--- config.mk ---
export PLATFORM = sky130hd
export DESIGN_NAME = odo_queue
export DESIGN_NICKNAME = d
export VERILOG_FILES = /design/src/rtl/odo_pkg.sv /design/src/rtl/odo_queue.sv
export SDC_FILE = /design/constraint.sdc
export NUM_CORES = 1
export LEC_CHECK = 0
export ABC_AREA = 0
export BUFFER_PORTS_ARGS = -buffer_cell sky130_fd_sc_hd__buf_2
export CORE_ASPECT_RATIO = 2
export CORE_MARGIN = 2
export CORE_UTILIZATION = 35
export CTS_CLUSTER_DIAMETER = 200
export DETAILED_ROUTE_END_ITERATION = 7
export GPL_ROUTABILITY_DRIVEN = 0
export GPL_TIMING_DRIVEN = 1
export MAX_ROUTING_LAYER = met4
export PLACE_DENSITY_LB_ADDON = 0.08
export SLEW_MARGIN = 10
export SYNTH_ARGS = -nofsm -noshare
export SYNTH_HDL_FRONTEND = slang
export SYNTH_SLANG_ARGS = --single-unit
--- constraint.sdc ---
create_clock -name i_clk -period 9.2 [get_ports i_clk]
set_clock_uncertainty 0.05 [all_clocks]
set_input_delay 0 -clock i_clk [delete_from_list [all_inputs] [get_ports i_clk]]
set_output_delay 0 -clock i_clk [all_outputs]
set_load 0.02 [all_outputs]
--- src/rtl/odo_pkg.sv ---
`timescale 1ns / 1ps
// Shared types, constants and helper functions of the differential drive odometry block.
// No dependencies; the front end, queue, CORDIC, back end and top level use it by scoped names.
package odo_pkg;

    // Fixed-point formats
    localparam int ANGLE_FRAC_BITS  = 13;
    localparam int POS_FRAC_BITS    = 16;
    localparam int RADIUS_FRAC_BITS = 16;
    localparam int FWD_SHIFT        = RADIUS_FRAC_BITS + ANGLE_FRAC_BITS + 1 - POS_FRAC_BITS;
    localparam int Q30_SHIFT        = 30 - ANGLE_FRAC_BITS;

    // Angle constants in Q3.13 and Q30
    localparam logic signed [17:0] PI_ANG      = 18'sd25736;
    localparam logic signed [17:0] TWO_PI_ANG  = 18'sd51472;
    localparam logic signed [33:0] PI_Q30      = 34'sd3373259426;
    localparam logic signed [33:0] HALF_PI_Q30 = 34'sd1686629713;

    // CORDIC
    localparam int                 CORDIC_STEPS = 30;
    localparam logic signed [32:0] CORDIC_GAIN  = 33'sd652032874;
    localparam logic signed [33:0] ONE_Q30      = 34'sd1073741824;

    // Configuration registers
    localparam logic [15:0] RADIUS_RESET = 16'd2163;
    localparam logic [17:0] TRACK_RESET  = 18'd10486;
    localparam int          CFG_DATA_W   = 18;

    typedef enum logic [0:0] {
        CFG_RADIUS = 1'b0,
        CFG_TRACK  = 1'b1
    } t_cfg_idx;

    typedef enum logic [0:0] {
        OP_WHEEL    = 1'b0,
        OP_SET_POSE = 1'b1
    } t_op;

    // Queue between front and back
    localparam int QUEUE_DEPTH = 2;

    typedef struct packed {
        t_op                op;
        logic signed [16:0] sum;    // dr + dl
        logic signed [16:0] diff;   // dr - dl
        logic signed [31:0] new_x;
        logic signed [31:0] new_y;
        logic signed [15:0] new_heading;
    } t_item;

    // Wrap to (-pi, pi]; valid for inputs within three half turns
    function automatic logic signed [15:0] wrap_small(input logic signed [17:0] d);
        logic signed [17:0] m;
        begin
            if (d > PI_ANG) begin
                m = d - TWO_PI_ANG;
            end else if (d <= -PI_ANG) begin
                m = d + TWO_PI_ANG;
            end else begin
                m = d;
            end
            return m[15:0];
        end
    endfunction

    function automatic logic signed [31:0] sat32(input logic signed [63:0] v);
        begin
            if (v > 64'sd2147483647) begin
                return 32'sh7FFF_FFFF;
            end else if (v < -64'sd2147483648) begin
                return 32'sh8000_0000;
            end else begin
                return v[31:0];
            end
        end
    endfunction

    // atan(2^-i) in Q30, rounded
    function automatic logic [29:0] atan_q30(input logic [4:0] i);
        begin
            case (i)
                5'd0:    return 30'd843314857;
                5'd1:    return 30'd497837829;
                5'd2:    return 30'd263043837;
                5'd3:    return 30'd133525159;
                5'd4:    return 30'd67021687;
                5'd5:    return 30'd33543516;
                5'd6:    return 30'd16775851;
                5'd7:    return 30'd8388437;
                5'd8:    return 30'd4194283;
                5'd9:    return 30'd2097149;
                5'd10:   return 30'd1048576;
                5'd11:   return 30'd524288;
                5'd12:   return 30'd262144;
                5'd13:   return 30'd131072;
                5'd14:   return 30'd65536;
                5'd15:   return 30'd32768;
                5'd16:   return 30'd16384;
                5'd17:   return 30'd8192;
                5'd18:   return 30'd4096;
                5'd19:   return 30'd2048;
                5'd20:   return 30'd1024;
                5'd21:   return 30'd512;
                5'd22:   return 30'd256;
                5'd23:   return 30'd128;
                5'd24:   return 30'd64;
                5'd25:   return 30'd32;
                5'd26:   return 30'd16;
                5'd27:   return 30'd8;
                5'd28:   return 30'd4;
                5'd29:   return 30'd2;
                default: return 30'd0;
            endcase
        end
    endfunction

endpackage

--- src/rtl/odo_queue.sv ---
`timescale 1ns / 1ps
// Short queue of decoded items between the front and back ends.
// Depends on odo_pkg.
module odo_queue (
    input  logic           i_clk,
    input  logic           i_rst_n,
    input  logic           i_push,
    input  odo_pkg::t_item i_item,
    output logic           o_full,
    input  logic           i_pop,
    output odo_pkg::t_item o_item,
    output logic           o_empty
);

    localparam int PW = (odo_pkg::QUEUE_DEPTH > 1) ? $clog2(odo_pkg::QUEUE_DEPTH) : 1;
    localparam int CW = $clog2(odo_pkg::QUEUE_DEPTH + 1);

    odo_pkg::t_item r_mem [odo_pkg::QUEUE_DEPTH];
    logic [PW-1:0]  r_wr;
    logic [PW-1:0]  r_rd;
    logic [CW-1:0]  r_cnt;

    assign o_full  = (r_cnt == CW'(odo_pkg::QUEUE_DEPTH));
    assign o_empty = (r_cnt == '0);
    assign o_item  = r_mem[r_rd];

    // storage
    always_ff @(posedge i_clk) begin
        if (i_push) begin
            r_mem[r_wr] <= i_item;
        end
    end

    // pointers and fill count
    always_ff @(posedge i_clk) begin
        if (!i_rst_n) begin
            r_wr  <= '0;
            r_rd  <= '0;
            r_cnt <= '0;
        end else begin
            if (i_push) begin
                r_wr <= (r_wr == PW'(odo_pkg::QUEUE_DEPTH - 1)) ? '0 : r_wr + 1'b1;
            end
            if (i_pop) begin
                r_rd <= (r_rd == PW'(odo_pkg::QUEUE_DEPTH - 1)) ? '0 : r_rd + 1'b1;
            end
            if (i_push && !i_pop) begin
                r_cnt <= r_cnt + 1'b1;
            end else if (i_pop && !i_push) begin
                r_cnt <= r_cnt - 1'b1;
            end
        end
    end

    a_no_overflow: assert property (@(posedge i_clk) disable iff (!i_rst_n)
        o_full |-> !i_push)
        else $error("queue written while full");
    a_no_underflow: assert property (@(posedge i_clk) disable iff (!i_rst_n)
        o_empty |-> !i_pop)
        else $error("queue read while empty");
    a_count_step: assert property (@(posedge i_clk) disable iff (!i_rst_n)
        (i_push && !i_pop) |=> (r_cnt == $past(r_cnt) + 1'b1))
        else $error("queue count did not follow a write");

endmodule

==> flow_summary_export.csv, run 1 <==
group,metric,value,unit
global_routing,grt_overflow,0,
cells_and_area,fillers,2113,
timing,timing.setup.tns,0,ns
timing,rsz0062_at_grt,"no",
timing,max_freq,335.7,MHz
global_routing,grt_max_degree,78,
power,p_clk_share,34.2,%
detailed_routing,vias_per_cell,4.327,
power,power.leakage,4.638,nW
flow_run,drv_cap,0,
worst_setup_path,crit_chain,"buf_4 -> mux2_2 -> buf_2",
power,power_frac_seq,52.2,%
detailed_routing,vias,4747,
synth,syn_area,8715,µm²
worst_setup_path,r2r_cells,3,
power,p_sw,561.7,µW
clock_network,cts.htree.levels,1,
clock_network,cts_sinks,235,
detailed_routing,antenna_left,0,
cells_and_area,multi_input_area,1605,µm²
timing,finalSetupViolCount,0,
clock_network,cts_buffers,22,
detailed_routing,drc,0,
worst_setup_path,crit_family,"buffers and inverters",
clock_network,clk_pin_slew,0.06,ns
power,combPwrFrac,13.6,%
worst_setup_path,worstPathRequired,9.15,ns
global_routing,grtUsageMet3,2.955,%
worst_hold_path,min_path_cells,2,
cells_and_area,fin_nets,869,
timing,hold-worst-slack,0.1668,ns
synth,syn_inst,380,
global_routing,first_global_vias,5358,
floorplanning,dieArea,26250,µm²
global_routing,grt.total_usage,14.44,%
worst_setup_path,critPathKind,"reg -> out",
detailed_routing,wl_per_cell,16.98,µm
worst_setup_path,endpoint_kind,"output pin",
placement,place_hpwl,12100,µm
synth,ys_ff_latch,235,
cells_and_area,syn_to_final_growth,38.61,%
synth,yosysWarningCount,0,
detailed_routing,drtPass1Iterations,4,
floorplanning,start_util,35.68,%
worst_setup_path,max_stage_delay,0.94,ns
synth,synth_sequential_area_ratio,80.40,%
clock_network,cts.path.max_buffers,3,
timing,tightest_slew,1.133,ns
clock_network,clock_latency,0.50,ns
timing,post-route-min-period,2.979,ns
floorplanning,ios,236,
worst_setup_path,cp.depth,3,
floorplanning,rows,81,
timing,hold_violations,0,
timing,drv_slew,0,
worst_hold_path,holdCritPathClass,"in -> reg",
clock_network,ctsHoldBuffers,119,
floorplanning,die_w,115.6,µm
worst_setup_path,startpoint_type,"flip-flop",
cells_and_area,most-common-layout-cells,"buf_2 (235), edfxtp_1 (230), dlygate4sd3_1 (119)",
cells_and_area,drive_gt1_share,50.26,%
power,ir_worst_vdd,0.1545,mV
detailed_routing,wl,18630,µm
worst_setup_path,cp.buffers_inverters,2,
clock_network,cts_root_buf,"clkbuf_16",
synth,synthesis.nets,500,
timing,timing.final.crit_share,32.38,%
clock_network,cts_resized,0,
cells_and_area,seq_area,7010,µm²
cells_and_area,final_common_cell,"buf_2",
clock_network,cts_setup_buffers,0,
run_status,status,"finished clean",
synth,yosysUniqueCellTypes,17,
global_routing,grt_use_met2,27.13,%
global_routing,antenna_found_initial,1,
clock_network,cts_tree,"built",
global_routing,grt_pass1_wl,27730,µm
detailed_routing,drt-initial-drc-count,222,
worst_setup_path,cp_slowest_cell,"buf_4",
power,power.density,200.1,nW/µm²
power,intPower,1.855,mW
synth,synth_area_per_cell,22.93,µm²
worst_setup_path,worstPathMaxFanout,69,
global_routing,busiest_layer,"met2",
worst_setup_path,critPathArrivalTime,2.93,ns
timing,slew_headroom,24.43,%
placement,io_buffer_count,235,
global_routing,gr-usage-met1,13.74,%
floorplanning,dieHeight,227.2,µm
floorplanning,fp.coreArea,24420,µm²
power,swShare,23.24,%
final cells by class:
| cell class | instances | area share, % |
|---|---|---|
| Sequential cell | 235 | 58.04 |
| Timing Repair Buffer | 358 | 19.85 |
| Multi-Input combinational cell | 131 | 13.29 |
| Clock buffer | 31 | 5.013 |
| Tap cell | 332 | 3.439 |
| Clock inverter | 8 | 0.3211 |
| Inverter | 1 | 0.03108 |
| Antenna cell | 1 | 0.02072 |
layer usage:
layer / wire, µm / vias up
li1: - / 2244
met1: 6295 / 2318
met4: 631 / 0
met3: 1067 / 35
met2: 10630 / 150
met5: 0 / -
stage by stage:
step           instances  util [%]  worst slack [ns]  instance area [µm²]  total power [mW]
2_1_floorplan        380         -             3.147                 8715             1.475
3_3_place_gp         938     41.93             6.736                10240             1.571
3_5_place_dp         938     41.93             6.674                10240             1.579
4_1_cts             1096     49.44             6.114                12080             2.460
5_1_grt             1097     49.45             6.016                12080             2.515
6_report            1097     49.45             6.221                12080             2.417
power by group through the flow:
stage,logic [mW],clock network (mW),registers [mW]
after global routing,0.353,0.895,1.27
after global placement,0.288,0,1.28
after CTS,0.335,0.862,1.26
final,0.328,0.827,1.26
after floorplan,0.198,0,1.28
after detailed placement,0.293,0,1.29
synthesized netlist by cell type:
library cell,n,share of area (%)
a21boi_1,1,0.086
and2_1,4,0.29
buf_2,6,0.34
buf_6,7,0.90
dfxtp_1,5,1.1
edfxtp_1,230,79
ha_1,1,0.14
inv_1,1,0.043
mux2_2,65,8.4
mux2_4,50,8.6
nor2_1,1,0.043
nor2b_1,3,0.22
o21a_1,1,0.086
o21ai_0,1,0.057
or3_1,1,0.072
xnor2_1,1,0.10
xor2_1,2,0.20
path summary, 6_finish.rpt:
kind / endpoint / slack, ns / start
setup / recovery: o_item[36] / 6.22 / flip-flop
hold / removal: r_mem[0][96] / 0.17 / i_item[96]
setup reg to reg: r_mem[0][42] / 6.81 / r_wr
hold reg to reg: r_cnt[1] / 0.47 / r_cnt[1]
registers in the layout (all words and copies together) (netlist names), named ones only:
| register | flops |
|---|---|
| r_wr | 1 |
| r_mem | 230 |
| r_cnt | 2 |
| r_rd | 1 |
worst register-to-register path, delay by kind of cell, from the launching register on:
family | cells | cell delay, ns
buffers and inverters | 2 | 1.40
DFF | 1 | 0.34
and+or+nand+nor | 1 | 0.11
logic make-up (layout without fill, tap and decap cells):
kind of cell / after synthesis / count (layout) / share of synthesized area (%)
DFF: 235 / 235 / 80.40
AOI/OAI and AO/OA: 3 / 3 / 0.2297
buffers and inverters: 14 / 398 / 1.292
muxes: 115 / 115 / 17.01
adders and majority gates: 1 / 1 / 0.1436
xor gates and xnor gates: 3 / 3 / 0.3016
and+or+nand+nor: 9 / 9 / 0.6174
other: 0 / 1 / 0
Power figures use the tool's default switching activity.
==> run 2: changes to the inputs <==
==> constraint.sdc (replaced) <==
create_clock -name i_clk -period 2.5 [get_ports i_clk]
set_clock_uncertainty 0.05 [all_clocks]
set_input_delay 0 -clock i_clk [delete_from_list [all_inputs] [get_ports i_clk]]
set_output_delay 0 -clock i_clk [all_outputs]
set_load 0.02 [all_outputs]
==> run 2 against run 1 <==
First-iteration DRC count shrank 22%. Non-clock buffer count is the same. Power rose to 3.7 times the previous value. Via count up 0.25%. Critical path type unchanged. Largest cell class unchanged.
==> flow_summary_export.csv, run 2 (synthesis results as in run 1) <==
group,metric,value,unit
run_status,status,"finished clean",
power,ir_worst_vdd,0.5431,mV
worst_setup_path,critPathArrivalTime,1.86,ns
detailed_routing,wl,17830,µm
floorplanning,dieArea,26250,µm²
cells_and_area,fillers,2110,
floorplanning,die_w,115.6,µm
worst_setup_path,worstPathRequired,2.45,ns
worst_setup_path,crit_chain,"buf_12 -> mux2_2 -> buf_2",
timing,timing.final.crit_share,76.35,%
cells_and_area,top_register,"r_mem",
power,intPower,6.895,mW
timing,tightest_slew,0.8009,ns
global_routing,grt_max_degree,116,
worst_hold_path,holdCritPathClass,"in -> reg",
timing,drv_slew,0,
worst_setup_path,crit_family,"buffers and inverters",
detailed_routing,vias,4759,
timing,rsz0062_at_grt,"no",
timing,post-route-min-period,1.909,ns
power,power.leakage,4.662,nW
worst_setup_path,cp.buffers_inverters,2,
power,swShare,22.93,%
clock_network,cts.htree.levels,1,
cells_and_area,antenna_cells_inserted,0,
floorplanning,rows,81,
cells_and_area,most-common-layout-cells,"buf_2 (235), edfxtp_1 (230), dlygate4sd3_1 (119)",
floorplanning,fp.coreArea,24420,µm²
detailed_routing,drc,0,
cells_and_area,final_area,12150,µm²
power,combPwrFrac,14.0,%
cells_and_area,reg_top3,"r_mem (230), r_cnt (2)",
cells_and_area,drive_gt1_share,50.39,%
detailed_routing,wl_per_cell,16.26,µm
clock_network,clock_latency,0.50,ns
detailed_routing,drtPass1Iterations,4,
detailed_routing,vias_per_cell,4.342,
cells_and_area,syn_to_final_growth,39.40,%
flow_run,drv_cap,0,
clock_network,cts_sinks,235,
timing,hold_violations,0,
power,fin_total_pwr,8.946,mW
timing,fin_ws,0.5914,ns
worst_setup_path,worstPathMaxFanout,63,
clock_network,cts_tree,"built",
placement,placedCellCount,938,
clock_network,cts.path.max_buffers,3,
floorplanning,ios,236,
power,power_frac_seq,51.5,%
clock_network,cts_buffers,22,
placement,placed_cell_area,10290,µm²
clock_network,cts_setup_buffers,0,
floorplanning,dieHeight,227.2,µm
worst_setup_path,critPathKind,"reg -> out",
worst_setup_path,cp_slowest_cell,"mux2_2",
cells_and_area,fin_nets,869,
cells_and_area,fin_cells,1096,
cells_and_area,final_common_cell,"buf_2",
clock_network,clk_pin_slew,0.06,ns
detailed_routing,antenna_left,0,
power,p_clk_share,34.5,%
global_routing,first_global_vias,5031,
detailed_routing,drt-initial-drc-count,174,
clock_network,cts_root_buf,"clkbuf_16",
global_routing,antenna_found_initial,0,
worst_setup_path,endpoint_kind,"output pin",
placement,preCtsSetupSlack,0.9870,ns
timing,slew_headroom,46.60,%
global_routing,grt.total_usage,13.52,%
placement,place_hpwl,11210,µm
timing,timing.setup.tns,0,ns
cells_and_area,largest_reg_flops,230,
power,p_sw,2.051,mW
global_routing,grt_overflow,0,
worst_setup_path,startpoint_type,"flip-flop",
timing,finalSetupViolCount,0,
placement,io_buffer_count,235,
worst_setup_path,max_stage_delay,0.41,ns
power,power.density,736.4,nW/µm²
floorplanning,start_util,35.68,%
global_routing,grt_pass1_wl,26340,µm
cells_and_area,multi_input_area,1605,µm²
timing,max_freq,523.9,MHz
cells_and_area,seq_area,7012,µm²
## run 2: cell count changes in the layout (fill, tap and decap cells not counted)
cell and delta:
inv_8 +1, clkbuf_1 -1, dfxtp_2 +1, clkinv_1 +1, buf_4 -4, clkinv_4 -1, buf_12 +4, clkbuf_8 +2
clkinv_2 -2, dfxtp_1 -1, diode_2 -1
## run 2: through the flow
step                hold WS, ns  util [%]
global placement         0.1377     42.14
global route             0.1521     49.74
floorplan               0.04887         -
detailed placement       0.1410     42.14
CTS                      0.1375     49.74
finish                   0.1671     49.74
## run 2: repair_timing
action	CTS	global route
hold buffers	119	0
resized for setup	0	0
endpoints found under the hold margin	235	0
## run 2: worst register-to-register path, stage by stage (launching register included)
cell and delay [ns]:
dfxtp_2 0.36, and2_4 0.16, buf_12 0.38
## run 2: final timing paths
check / cells past startpoint / end / start / slack [ns]
hold reg to reg: 2 / r_cnt[1] / r_cnt[1] / 0.46
hold / removal: 2 / r_mem[1][102] / i_item[102] / 0.17
setup reg to reg: 2 / r_mem[1][42] / r_wr / 0.92
setup / recovery: 3 / o_item[34] / flip-flop / 0.59
## run 2: area by class of cell
class	count	share of cell area, %
clock inverters	7	0.2884
clock buffers	32	5.181
multi-input cells	131	13.21
repair buffers	358	20.15
inverters	1	0.03090
well taps	332	3.420
flip-flops and latches	235	57.72
## run 2: metal layers
metal	track usage, %	vias to the layer above	part of all wire [%]
li1	-	2245	-
met1	14.61	2338	37
met4	4.742	0	2.3
met2	24.24	153	55
met5	-	-	0
met3	2.769	23	5.6
## run 2: power by group through the flow
| stage | clock network, mW | logic (mW) | registers, mW |
|---|---|---|---|
| after floorplan | 0 | 0.731 | 4.68 |
| after global placement | 0 | 1.11 | 4.68 |
| after detailed placement | 0 | 1.13 | 4.69 |
| after CTS | 3.22 | 1.28 | 4.60 |
| after global routing | 3.36 | 1.34 | 4.62 |
| final | 3.09 | 1.25 | 4.60 |
