--- src/rtl/odo_pkg.sv ---
`timescale 1ns / 1ps
// Shared types, constants and helper functions of the differential drive odometry block.
// No dependencies; the front end, queue, CORDIC, back end and top level use it by scoped names.
package odo_pkg;

    // Fixed-point formats
    localparam int ANGLE_FRAC_BITS  = 13;
    localparam int POS_FRAC_BITS    = 16;
    localparam int RADIUS_FRAC_BITS = 16;
    localparam int FWD_SHIFT        = RADIUS_FRAC_BITS + ANGLE_FRAC_BITS + 1 - POS_FRAC_BITS;
    localparam int Q30_SHIFT        = 30 - ANGLE_FRAC_BITS;

    // Angle constants in Q3.13 and Q30
    localparam logic signed [17:0] PI_ANG      = 18'sd25736;
    localparam logic signed [17:0] TWO_PI_ANG  = 18'sd51472;
    localparam logic signed [33:0] PI_Q30      = 34'sd3373259426;
    localparam logic signed [33:0] HALF_PI_Q30 = 34'sd1686629713;

    // CORDIC
    localparam int                 CORDIC_STEPS = 30;
    localparam logic signed [32:0] CORDIC_GAIN  = 33'sd652032874;
    localparam logic signed [33:0] ONE_Q30      = 34'sd1073741824;

    // Configuration registers
    localparam logic [15:0] RADIUS_RESET = 16'd2163;
    localparam logic [17:0] TRACK_RESET  = 18'd10486;
    localparam int          CFG_DATA_W   = 18;

    typedef enum logic [0:0] {
        CFG_RADIUS = 1'b0,
        CFG_TRACK  = 1'b1
    } t_cfg_idx;

    typedef enum logic [0:0] {
        OP_WHEEL    = 1'b0,
        OP_SET_POSE = 1'b1
    } t_op;

    // Queue between front and back
    localparam int QUEUE_DEPTH = 2;

    typedef struct packed {
        t_op                op;
        logic signed [16:0] sum;    // dr + dl
        logic signed [16:0] diff;   // dr - dl
        logic signed [31:0] new_x;
        logic signed [31:0] new_y;
        logic signed [15:0] new_heading;
    } t_item;

    // Wrap to (-pi, pi]; valid for inputs within three half turns
    function automatic logic signed [15:0] wrap_small(input logic signed [17:0] d);
        logic signed [17:0] m;
        begin
            if (d > PI_ANG) begin
                m = d - TWO_PI_ANG;
            end else if (d <= -PI_ANG) begin
                m = d + TWO_PI_ANG;
            end else begin
                m = d;
            end
            return m[15:0];
        end
    endfunction

    function automatic logic signed [31:0] sat32(input logic signed [63:0] v);
        begin
            if (v > 64'sd2147483647) begin
                return 32'sh7FFF_FFFF;
            end else if (v < -64'sd2147483648) begin
                return 32'sh8000_0000;
            end else begin
                return v[31:0];
            end
        end
    endfunction

    // atan(2^-i) in Q30, rounded
    function automatic logic [29:0] atan_q30(input logic [4:0] i);
        begin
            case (i)
                5'd0:    return 30'd843314857;
                5'd1:    return 30'd497837829;
                5'd2:    return 30'd263043837;
                5'd3:    return 30'd133525159;
                5'd4:    return 30'd67021687;
                5'd5:    return 30'd33543516;
                5'd6:    return 30'd16775851;
                5'd7:    return 30'd8388437;
                5'd8:    return 30'd4194283;
                5'd9:    return 30'd2097149;
                5'd10:   return 30'd1048576;
                5'd11:   return 30'd524288;
                5'd12:   return 30'd262144;
                5'd13:   return 30'd131072;
                5'd14:   return 30'd65536;
                5'd15:   return 30'd32768;
                5'd16:   return 30'd16384;
                5'd17:   return 30'd8192;
                5'd18:   return 30'd4096;
                5'd19:   return 30'd2048;
                5'd20:   return 30'd1024;
                5'd21:   return 30'd512;
                5'd22:   return 30'd256;
                5'd23:   return 30'd128;
                5'd24:   return 30'd64;
                5'd25:   return 30'd32;
                5'd26:   return 30'd16;
                5'd27:   return 30'd8;
                5'd28:   return 30'd4;
                5'd29:   return 30'd2;
                default: return 30'd0;
            endcase
        end
    endfunction

endpackage

--- src/rtl/odo_chan_if.sv ---
`timescale 1ns / 1ps
// Valid/ready channel interfaces for the odometry input items and result beats.
// No dependencies.
interface odo_in_if;
    logic               valid;
    logic               ready;
    logic               op;
    logic signed [15:0] left_angle;
    logic signed [15:0] right_angle;
    logic signed [31:0] new_x;
    logic signed [31:0] new_y;
    logic signed [15:0] new_heading;

    modport source (output valid, op, left_angle, right_angle, new_x, new_y, new_heading,
                    input ready);
    modport sink   (input valid, op, left_angle, right_angle, new_x, new_y, new_heading,
                    output ready);
endinterface


--- src/rtl/odo_front.sv ---
`timescale 1ns / 1ps
// Front end: accepts input beats, tracks last wheel angles, forms wrapped wheel deltas.
// Depends on odo_pkg and odo_in_if.
module odo_front (
    input  logic           i_clk,
    input  logic           i_rst_n,
    odo_in_if.sink         i_item,
    input  logic           i_full,
    output logic           o_push,
    output odo_pkg::t_item o_item
);

    logic signed [15:0] r_last_left;
    logic signed [15:0] r_last_right;
    logic signed [15:0] w_dl;
    logic signed [15:0] w_dr;

    assign i_item.ready = !i_full;
    assign o_push       = i_item.valid && !i_full;

    // wrapped wheel deltas
    always_comb begin
        w_dl = odo_pkg::wrap_small(18'(i_item.left_angle) - 18'(r_last_left));
        w_dr = odo_pkg::wrap_small(18'(i_item.right_angle) - 18'(r_last_right));
    end

    // queue entry
    always_comb begin
        o_item.op          = odo_pkg::t_op'(i_item.op);
        o_item.sum         = 17'(w_dr) + 17'(w_dl);
        o_item.diff        = 17'(w_dr) - 17'(w_dl);
        o_item.new_x       = i_item.new_x;
        o_item.new_y       = i_item.new_y;
        o_item.new_heading = i_item.new_heading;
    end

    // last angles follow wheel updates only
    always_ff @(posedge i_clk) begin
        if (!i_rst_n) begin
            r_last_left  <= '0;
            r_last_right <= '0;
        end else if (o_push && (odo_pkg::t_op'(i_item.op) == odo_pkg::OP_WHEEL)) begin
            r_last_left  <= i_item.left_angle;
            r_last_right <= i_item.right_angle;
        end
    end

endmodule

--- src/flat_wrapper.sv ---
// flat-port wrapper written by rule: the top's interface ports become plain ports
module odo_front_flat 
  (i_clk, i_rst_n, i_full, o_push, o_item, i_item_valid, i_item_op, i_item_left_angle, i_item_right_angle, i_item_new_x, i_item_new_y, i_item_new_heading, i_item_ready);
  odo_in_if i_item_i ();
  input  logic i_clk;
  input  logic i_rst_n;
  input  logic i_full;
  output logic o_push;
  output odo_pkg::t_item o_item;
  input wire logic [$bits(i_item_i.valid)-1:0] i_item_valid;
  input wire logic [$bits(i_item_i.op)-1:0] i_item_op;
  input wire logic [$bits(i_item_i.left_angle)-1:0] i_item_left_angle;
  input wire logic [$bits(i_item_i.right_angle)-1:0] i_item_right_angle;
  input wire logic [$bits(i_item_i.new_x)-1:0] i_item_new_x;
  input wire logic [$bits(i_item_i.new_y)-1:0] i_item_new_y;
  input wire logic [$bits(i_item_i.new_heading)-1:0] i_item_new_heading;
  output wire logic [$bits(i_item_i.ready)-1:0] i_item_ready;
  assign i_item_i.valid = i_item_valid;
  assign i_item_i.op = i_item_op;
  assign i_item_i.left_angle = i_item_left_angle;
  assign i_item_i.right_angle = i_item_right_angle;
  assign i_item_i.new_x = i_item_new_x;
  assign i_item_i.new_y = i_item_new_y;
  assign i_item_i.new_heading = i_item_new_heading;
  assign i_item_ready = i_item_i.ready;
  odo_front u_core (.i_clk(i_clk), .i_rst_n(i_rst_n), .i_item(i_item_i), .i_full(i_full), .o_push(o_push), .o_item(o_item));
endmodule
--- config.mk ---
export PLATFORM = sky130hd
export DESIGN_NAME = odo_front_flat
export DESIGN_NICKNAME = d
export VERILOG_FILES = /design/src/rtl/odo_pkg.sv /design/src/rtl/odo_chan_if.sv /design/src/rtl/odo_front.sv /design/src/flat_wrapper.sv
export SDC_FILE = /design/constraint.sdc
export NUM_CORES = 1
export LEC_CHECK = 0
export BUFFER_PORTS_ARGS = -buffer_cell sky130_fd_sc_hd__buf_2
export CORE_ASPECT_RATIO = 1.5
export CORE_MARGIN = 8
export CORE_UTILIZATION = 56
export DETAILED_ROUTE_END_ITERATION = 8
export GPL_ROUTABILITY_DRIVEN = 0
export PLACE_DENSITY = 0.89
export REMOVE_ABC_BUFFERS = 1
export SYNTH_ARGS = -nofsm -noshare
export SYNTH_HDL_FRONTEND = slang
export SYNTH_SLANG_ARGS = --single-unit
--- constraint.sdc ---
create_clock -name i_clk -period 13.6 [get_ports i_clk]
set_input_delay 2.72 -clock i_clk [delete_from_list [all_inputs] [get_ports i_clk]]
set_output_delay 2.72 -clock i_clk [all_outputs]
set_load 0.02 [all_outputs]
==> results by group, run 1 <==
Logic synthesis
  – Cell taking the most area after synthesis: ha_1
  – Commonest cells post-synth: 95 x nand2_1, 83 x buf_4, 78 x inv_1
  – Synth area leaders: ha_1 13%, dfxtp_1 10%, buf_4 9.7%
  – Seq/Total Area, Yosys: 9.97%
  – EDFF count, synth: 0
  – Post-synth top area share: 13.4%
  – Mapped Avg Cell Area: 7.31 sq um
  – Synth Cell Area: 6430 sq um
  – Synth warnings: 0
  – Mapped Cells: 879
  – Asr flop ratio synth: 0%
  – Most numerous cell in the Yosys netlist: nand2_1
  – Most used flip-flop cell after synthesis: dfxtp_1
  – Library cells used by synthesis: 87
  – FF+latch count, synth: 32

Route
  – Post-route DRC: 0
  – Router iterations before antenna repair: 5
  – Max layer used: met5
  – Final WL: 22800 um
  – Routed length per instance: 22.8 um
  – Avg Vias per Cell: 6.07
  – WL met3: about 4300 um
  – Post-DRT Antenna Nets: 0
  – Via count: 6059
  – Met2 wire length: 10600 um
  – Met1 Wirelength: 6640 um
  – Starting DRT DRC Count: 378

STA
  – Setup TNS: 0 ns
  – Setup Skew: 0 ns
  – RSZ-0062 raised after global routing: no
  – Worst slew pin tran: 0.848 ns
  – Final Hold Vio Count: 0
  – Final setup vio count: 0
  – Fin crit share: approximately 83%
  – Slew headroom: 43.4%
  – Max frequency: roughly 0.089 GHz
  – Post-layout min period: between 10 and 15 ns
  – Slew Limit Fails: 0

Power and ir drop
  – Pwr Total: 1.30 mW
  – Register share of total power: 7.6%
  – Peak VDD IR: about 0.13 mV
  – Switching power: 0.725 mW
  – Clock network power share: 10.2%
  – Pleak: 2.57 nW
  – Switching share of power: 55.8%
  – Comb pwr share: between 80% and 90%
  – Cell Pwr Density: around 200 nW/um^2
  – Int Power: 0.574 mW

Floorplan
  – Die W: 103 um
  – Initial core utilization: between 50 and 60%
  – Die area: about 15000 sq um
  – Io pins: 234
  – Die Ht: 147 um
  – Core area: around 11000 sq um
  – Row count: 48

Critical path
  – Flop2flop setup slack: 12.86 ns
  – WS Path Type: primary input to output port
  – Crit Path Max Fanout: 14
  – Crit start category: primary input
  – Critical Path Max Stage Delay: 0.74 ns
  – Critical Path End Type: output port
  – R2r endpoint: u_core.r_last_right[7]$_SDFFE_PN0P_
  – Arr. time, crit path: between 8 and 9 ns
  – Slowest cell on crit path: o311ai_2
  – R2R cell count: 2
  – Critical R2R Launch: u_core.r_last_right[7]$_SDFFE_PN0P_
  – Cells along the critical path: buf_2, inv_1, ha_1, inv_1, fa_1, a211oi_1, o211ai_1, and2_1, xnor2_2, nor3_1, a41o_1, o311ai_2, nand3_1, and3_1, ha_1, inv_1, a221oi_1, o41ai_1, o221ai_1, o31ai_1, a21oi_1, o21bai_1, xnor2_1, buf_2
  – CP most frequent cell: inv_1
  – Crit path required time: between 10 and 15 ns

Outcome
  – Status: complete, no violations

Global routing
  – Initial antenna violation count: 0
  – Vias in the first global route: ~5700
  – First-pass GRT wire length: about 33000 um
  – Tot GR Track Use: just under 30%
  – Largest net degree at the start of global routing: 33
  – Total gr overflow: 0

Clock network
  – CTS resizes: 0
  – Num Clock Sinks: 32
  – Hold-fix buffers at CTS: 0
  – Clk slew on worst S/H paths: 0.06 ns
  – TritonCTS clock tree: done
  – CTS buffer count: 5
  – Post-CTS setup buffers: 0
  – H-tree depth: 2
  – Clock Tree Root: clkbuf_16
  – Clock buffer depth: 2
  – Clk_lat worst skew: 0.29 ns

Worst hold path
  – Hold Path End: u_core.r_last_left[11]$_SDFFE_PN0P_
  – Hold path start: u_core.r_last_left[11]$_SDFFE_PN0P_
  – Worst hold path stage count: 2
  – Hold Path Class: register to register

Final layout
  – # diodes: 0
  – P&R area growth vs syn: -0.311%
  – Fin nets: 1037
  – Share of cells above drive strength 1: 13.2%

Job
  – Maxcap violations: 0

Placement
  – I/O Buffers: 73
  – DP HPWL: 19500 um
## final cells by class
cell class                      instances  area, sq um
Clock buffer                            6          129
Sequential cell                        32          641
Inverter                               79          297
Multi-Input combinational cell        654         4740
Clock inverter                          2         35.0
Tap cell                              150          188
Timing Repair Buffer                   75          380
Fill cell                            1062         4940
## metrics by stage
step	hold slack (ns)	util [%]	setup WS [ns]	cells	instance area, sq um
CTS	0.466	56.4	2.43	998	6410
global placement	0.450	55.0	2.53	990	6240
floorplan	0.443	-	3.34	765	5670
detailed placement	0.459	55.0	2.45	990	6240
finish	0.462	56.4	2.33	998	6410
global route	0.486	56.4	1.80	998	6410
## cells by family (layout without fill, tap and decap cells)
group	Yosys count	after routing	share of synthesized area, %
AND/OR/NAND/NOR	261	261	19.7
AO/OA/AOI/OAI	242	242	28.3
buffers and inverters	193	162	16.4
XOR/XNOR	77	77	10.8
adder cells (fa/ha/maj)	73	73	14.7
flip-flops	32	32	9.97
multiplexers	1	1	0.156
## sequential cells by signal (all words and copies together) (netlist names)
name and cells:
u_core.r_last_right 16, u_core.r_last_left 16
## power groups by stage
stage                     clock network, mW  registers (mW)  logic, mW
final                                 0.133          0.0983       1.07
after global placement                    0           0.100       1.04
after detailed placement                  0           0.100       1.06
after floorplan                           0           0.100      0.767
after CTS                             0.134          0.0983       1.06
after global routing                  0.136          0.0986       1.16
## worst max-delay path: cells and delay by family
kind	cells	cell delay, ns
buf+inv	5	0.53
xor+xnor	2	0.49
fa+ha+maj	3	0.89
compound gates	10	3.15
simple gates	4	0.78
## cells in the final DEF (no fill, tap or decap), types with 7 or more instances in the layout
| master | netlist | final |
|---|---|---|
| a21boi_0 | 34 | 34 |
| a21o_1 | 10 | 10 |
| a21oi_1 | 34 | 34 |
| a31oi_1 | 12 | 12 |
| and3_1 | 8 | 8 |
| buf_2 | 6 | 73 |
| dfxtp_1 | 32 | 32 |
| ha_1 | 69 | 69 |
| inv_1 | 78 | 78 |
| nand2_1 | 95 | 95 |
| nand2b_1 | 14 | 14 |
| nand3_1 | 18 | 18 |
| nand4_1 | 7 | 7 |
| nor2_1 | 49 | 49 |
| nor2b_1 | 15 | 14 |
| nor3_1 | 18 | 18 |
| o211ai_1 | 9 | 9 |
| o21a_1 | 16 | 16 |
| o21ai_0 | 23 | 23 |
| o21bai_1 | 11 | 11 |
| o22ai_1 | 8 | 8 |
| or3_1 | 10 | 10 |
| xnor2_1 | 59 | 59 |
| xor2_1 | 15 | 15 |
## layer usage
layer / vias up / GRT usage (%)
li1: 2956 / -
met1: 2709 / 23.0
met2: 328 / 48.0
met3: 62 / 23.8
met4: 4 / 14.0
met5: - / 8.39
## worst max path at each step
stage | startpoint | end | slack, ns | depth (start not counted)
floorplan | i_item_left_angle[0] | o_item[94] | 3.34 | 22
detailed placement | i_item_left_angle[0] | o_item[95] | 2.45 | 24
global placement | i_item_left_angle[0] | o_item[95] | 2.53 | 22
finish | i_item_left_angle[0] | o_item[95] | 2.33 | 24
CTS | i_item_left_angle[0] | o_item[95] | 2.43 | 24
global route | i_item_left_angle[0] | o_item[95] | 1.80 | 24
Note: power is estimated with default switching activity, not from simulation.
==> inputs of run 2 (changes only) <==
Settings changed: CORE_UTILIZATION 56 to 47, PLACE_DENSITY 0.89 to 0.79.
Clock period 13.6 ns to 9.2 ns, I/O delays scaled along.
==> results by group, run 2 (synthesized netlist as in run 1, its figures left out) <==
Global routing
  – Vias in the first global route: between 5000 and 6000
  – Initial antenna violation count: 0
  – Largest net degree at the start of global routing: 33
  – Tot GR Track Use: 24.5%
  – Total gr overflow: 0
  – First-pass GRT wire length: around 34000 um

Route
  – Post-route DRC: 0
  – Routed length per instance: 22.2 um
  – Via count: 6057
  – Router iterations before antenna repair: 5
  – Avg Vias per Cell: 5.92
  – Starting DRT DRC Count: 268
  – Final WL: 22700 um
  – Post-DRT Antenna Nets: 0

Clock network
  – Clock Tree Root: clkbuf_16
  – Num Clock Sinks: 32
  – Hold-fix buffers at CTS: 0
  – Post-CTS setup buffers: 0
  – Clock buffer depth: 2
  – CTS buffer count: 5
  – TritonCTS clock tree: done
  – H-tree depth: 2
  – Clk slew on worst S/H paths: about 0.05 ns
  – Clk_lat worst skew: slightly below 0.3 ns

STA
  – Slew headroom: 48.9%
  – Fin crit share: 96.6%
  – Setup TNS: 0 ns
  – Worst slew pin tran: 0.763 ns
  – Final setup vio count: 0
  – Post-layout min period: 8.89 ns
  – Max frequency: 0.112 GHz
  – RSZ-0062 raised after global routing: no
  – Final Hold Vio Count: 0
  – Setup Skew: 0 ns
  – Hold Worst Slack: 0.460 ns
  – Slew Limit Fails: 0

Critical path
  – Cells along the critical path: buf_2, inv_1, ha_1, inv_1, fa_1, a211o_1, a21oi_2, o31ai_2, or3b_2, o311a_1, o311a_1, o21a_1, o211ai_1, o21ai_0, ha_1, inv_1, a21oi_2, o21bai_1, a21oi_1, o41ai_1, or4_1, a41oi_2, xnor2_1, buf_2
  – Crit Path Max Fanout: 7
  – Arr. time, crit path: 7.05 ns
  – Slowest cell on crit path: or3b_2
  – Flop2flop setup slack: 8.54 ns
  – WS Path Type: primary input to output port
  – Critical Path Max Stage Delay: 0.48 ns
  – Crit path required time: around 7.4 ns
  – CP most frequent cell: inv_1
  – Crit start category: primary input
  – Critical Path End Type: output port

Final layout
  – Finished Layout Cells: between 1000 and 1500
  – Share of cells above drive strength 1: 16.0%
  – Most common cell after layout, fill and taps aside: nand2_1
  – P&R area growth vs syn: 3.08%
  – # diodes: 0
  – Top Registers: u_core.r_last_left (16), u_core.r_last_right (16)
  – Final cell utilization of the core: around half
  – Most frequent cells in the layout: 95 x nand2_1, 78 x inv_1, 73 x buf_2, 68 x ha_1, 56 x xnor2_1
  – Fin nets: 1051

Floorplan
  – Core area: between 10000 and 15000 sq um
  – Io pins: 234
  – Die Ht: between 150 and 200 um
  – Initial core utilization: 48.0%
  – Die W: 111 um
  – Die area: 17800 sq um
  – Row count: between 50 and 60

Placement
  – Dpl cells: slightly above 1000
  – I/O Buffers: 73
  – DP HPWL: 19600 um

Job
  – Maxcap violations: 0

Worst hold path
  – Hold Path Class: register to register

Outcome
  – Status: complete, no violations

Power and ir drop
  – Cell Pwr Density: ~300 nW/um^2
  – Pleak: 2.67 nW
  – Peak VDD IR: 0.193 mV
[run 2: routing by layer]
metal | GRT usage (%) | wire, um | vias to the layer above
met5 | 7.20 | 174 | -
met2 | 39.1 | 10200 | 297
met3 | 23.8 | 4600 | 38
li1 | - | - | 2982
met1 | 19.9 | 6960 | 2736
met4 | 9.01 | 713 | 4
[run 2: what timing repair did]
action | in CTS | in global routing
hold endpoints to repair | 0 | 0
endpoints found under the setup margin | 0 | 9
gates resized for setup | 0 | 18
[run 2: cell type report]
cell class              count  area (sq um)
well taps                 162           203
inverters                  79           297
repair buffers             89           485
fillers                  1321          6780
multi-input cells         654          4840
flip-flops and latches     32           641
clock buffers               6           129
clock inverters             2          35.0
[run 2: worst max-delay path: cells and delay by family]
family                   cells  cell delay, ns
AO/OA/AOI/OAI               13            2.75
XOR/XNOR                     1            0.13
adder cells (fa/ha/maj)      3            0.90
AND/OR/NAND/NOR              2            0.95
buffers and inverters        5            0.49
[run 2: through the flow]
step / worst slack, ns / cell area, sq um / power, mW
floorplan: 0.697 / 5670 / 1.28
global placement: 0.230 / 6360 / 1.74
detailed placement: 0.102 / 6360 / 1.75
CTS: 0.0865 / 6530 / 1.96
global route: 0.0269 / 6630 / 2.16
finish: 0.309 / 6630 / 2.00
[run 2: final timing paths]
check	start	end	depth (start not counted)
worst max-delay path	i_item_right_angle[0]	o_item[94]	24
worst min-delay path	u_core.r_last_left[10]$_SDFFE_PN0P_	u_core.r_last_left[10]$_SDFFE_PN0P_	2
worst max register to register	u_core.r_last_right[9]$_SDFFE_PN0P_	u_core.r_last_right[9]$_SDFFE_PN0P_	2
worst min register to register	u_core.r_last_left[10]$_SDFFE_PN0P_	u_core.r_last_left[10]$_SDFFE_PN0P_	2
[run 2: power by group]
part / switching, mW / leakage (nW) / internal, mW
clock network: 0.0704 / 0.0808 / 0.128
registers: 0.00210 / 0.260 / 0.143
logic: 1.02 / 2.33 / 0.634
total: 1.09 / 2.67 / 0.904
==> inputs of run 3 (changes only) <==
Settings changed: ABC_CLOCK_PERIOD_IN_PS from default to 9200, BUFFER_PORTS_ARGS -buffer_cell sky130_fd_sc_hd__buf_2 to default, CORE_UTILIZATION 47 to 60, DONT_BUFFER_PORTS from default to 1, SLEW_MARGIN from default to 20.
==> results by group, run 3 (synthesized netlist as in run 1, its figures left out) <==
STA
  – Post-layout min period: 8.94 ns
  – Slew Limit Fails: 0
  – Fin crit share: 97.2%
  – Slew headroom: 44.2%
  – Setup Skew: 0 ns
  – Max frequency: 0.112 GHz
  – Worst slew pin tran: 0.832 ns
  – Final Hold Vio Count: 0
  – Final setup vio count: 0

Job
  – Maxcap violations: 0

Critical path
  – CP delay by family, top: compound AO/OA/AOI/OAI gates
  – Arr. time, crit path: between 7 and 8 ns
  – WP depth: 22
  – Critical Path Max Stage Delay: 0.48 ns
  – Critical Path End Type: output port
  – Cells along the critical path: inv_1, ha_1, inv_1, fa_1, a211o_1, a21oi_2, o31ai_2, or3b_2, o311a_1, o311a_1, o21a_1, o211ai_1, o21ai_1, ha_1, inv_1, a21oi_1, o21bai_1, a21oi_2, o41ai_1, or4_1, a41oi_1, xnor2_2
  – Crit path required time: ~7.4 ns
  – Crit Path Max Fanout: 7
  – Slowest cell on crit path: or3b_2
  – Crit start category: primary input
  – Buf/Inv on CP: 3
  – WS Path Type: primary input to output port
  – CP most frequent cell: inv_1
  – R2R cell count: 2

Power and ir drop
  – Cell Pwr Density: between 200 and 300 nW/um^2
  – Register share of total power: 7.9%
  – Peak VDD IR: 0.142 mV
  – Pwr Total: 1.84 mW
  – Clock network power share: a little under an eighth
  – Switching share of power: around 58%
  – Switching power: 1.06 mW
  – Pleak: roughly 2.3 nW
  – Comb pwr share: 80.3%
  – Int Power: 0.781 mW

Clock network
  – TritonCTS clock tree: done
  – Post-CTS setup buffers: 0
  – Num Clock Sinks: 32
  – Hold-fix buffers at CTS: 0
  – Clk_lat worst skew: 0.29 ns
  – CTS buffer count: 5
  – Clock buffer depth: 2
  – Clk slew on worst S/H paths: 0.06 ns
  – H-tree depth: 2
  – Clock Tree Root: clkbuf_16
  – CTS resizes: 0

Route
  – Starting DRT DRC Count: 376
  – Router iterations before antenna repair: 5
  – Avg Vias per Cell: roughly 6.4
  – Routed length per instance: 25.4 um
  – Post-route DRC: 0
  – Via count: between 5000 and 6000
  – Post-DRT Antenna Nets: 0
  – Final WL: 23500 um

Placement
  – I/O Buffers: 0
  – Dpl cells: between 900 and 1000
  – DP HPWL: 20100 um

Floorplan
  – Die area: ~14000 sq um
  – Die Ht: roughly 140 um
  – Die W: between 100 and 150 um
  – Initial core utilization: between 60% and 70%
  – Core area: 10500 sq um
  – Io pins: 234
  – Row count: between 40 and 50

Final layout
  – P&R area growth vs syn: -4.07%
  – Share of cells above drive strength 1: 6.78%
  – Most common cell after layout, fill and taps aside: nand2_1
  – Filler Cell Count: between 900 and 1000
  – Final cell utilization of the core: 58.5%
  – Most frequent cells in the layout: 95 x nand2_1, 78 x inv_1, 69 x ha_1, 57 x xnor2_1, 49 x nor2_1
  – Fin nets: 971
  – Top Registers: u_core.r_last_left (16), u_core.r_last_right (16)
  – Finished Layout Cells: slightly above 900
  – # diodes: 0

Outcome
  – Status: complete, no violations

Worst hold path
  – Hold Path Class: register to register
  – Worst hold path stage count: 2

Global routing
  – Total gr overflow: 0
  – Largest net degree at the start of global routing: 33
  – Initial antenna violation count: 0
  – Tot GR Track Use: 32.0%
  – Vias in the first global route: 5652
  – First-pass GRT wire length: 34200 um
run 3: cell type report:
cell class                      instances  area (sq um)  share of cell area, %
Clock buffer                            7           153                   2.48
Timing Repair Buffer                    9          67.6                   1.10
Multi-Input combinational cell        654          4800                   77.8
Tap cell                              144           180                   2.92
Sequential cell                        32           641                   10.4
Inverter                               79           297                   4.81
Clock inverter                          1          30.0                  0.487
run 3: power groups by stage:
stage                     logic [mW]  registers [mW]  clock network, mW
after floorplan                 1.13           0.148                  0
after global placement          1.38           0.148                  0
after detailed placement        1.41           0.148                  0
final                           1.47           0.145              0.218
after CTS                       1.42           0.145              0.221
after global routing            1.58           0.146              0.225
run 3: path summary, 6_finish.rpt:
| check | startpoint | to | slack, ns |
|---|---|---|---|
| worst max-delay path | i_item_right_angle[0] | o_item[94] | 0.26 |
| worst min-delay path | u_core.r_last_left[4]$_SDFFE_PN0P_ | u_core.r_last_left[4]$_SDFFE_PN0P_ | 0.46 |
| worst max register to register | u_core.r_last_right[10]$_SDFFE_PN0P_ | u_core.r_last_right[10]$_SDFFE_PN0P_ | 8.56 |
| worst min register to register | u_core.r_last_left[4]$_SDFFE_PN0P_ | u_core.r_last_left[4]$_SDFFE_PN0P_ | 0.46 |
run 3: worst reg2reg max path: cells and delay by family (launching register included):
family / cells / cell delay [ns]
AOI/OAI and AO/OA: 1 / 0.18
DFF: 1 / 0.33
and+or+nand+nor: 1 / 0.05
run 3: per-stage QoR:
stage	hold WS, ns	setup slack [ns]	cell area (sq um)	setup TNS, ns
2_1_floorplan	0.443	0.697	5670	0
3_3_place_gp	0.449	0.294	5920	0
3_5_place_dp	0.456	0.0889	5920	0
4_1_cts	0.465	0.0491	6110	0
5_1_grt	0.485	-0.0139	6170	-0.0139
6_report	0.462	0.260	6170	0
run 3: routing by layer:
layer / global-route usage, % / part of all wire (%) / up-vias
met5: 3.44 / 0.28 / -
met4: 20.1 / 6.7 / 2
met1: 24.2 / 28 / 2728
li1: - / - / 2806
met2: 52.9 / 46 / 335
met3: 27.3 / 19 / 85
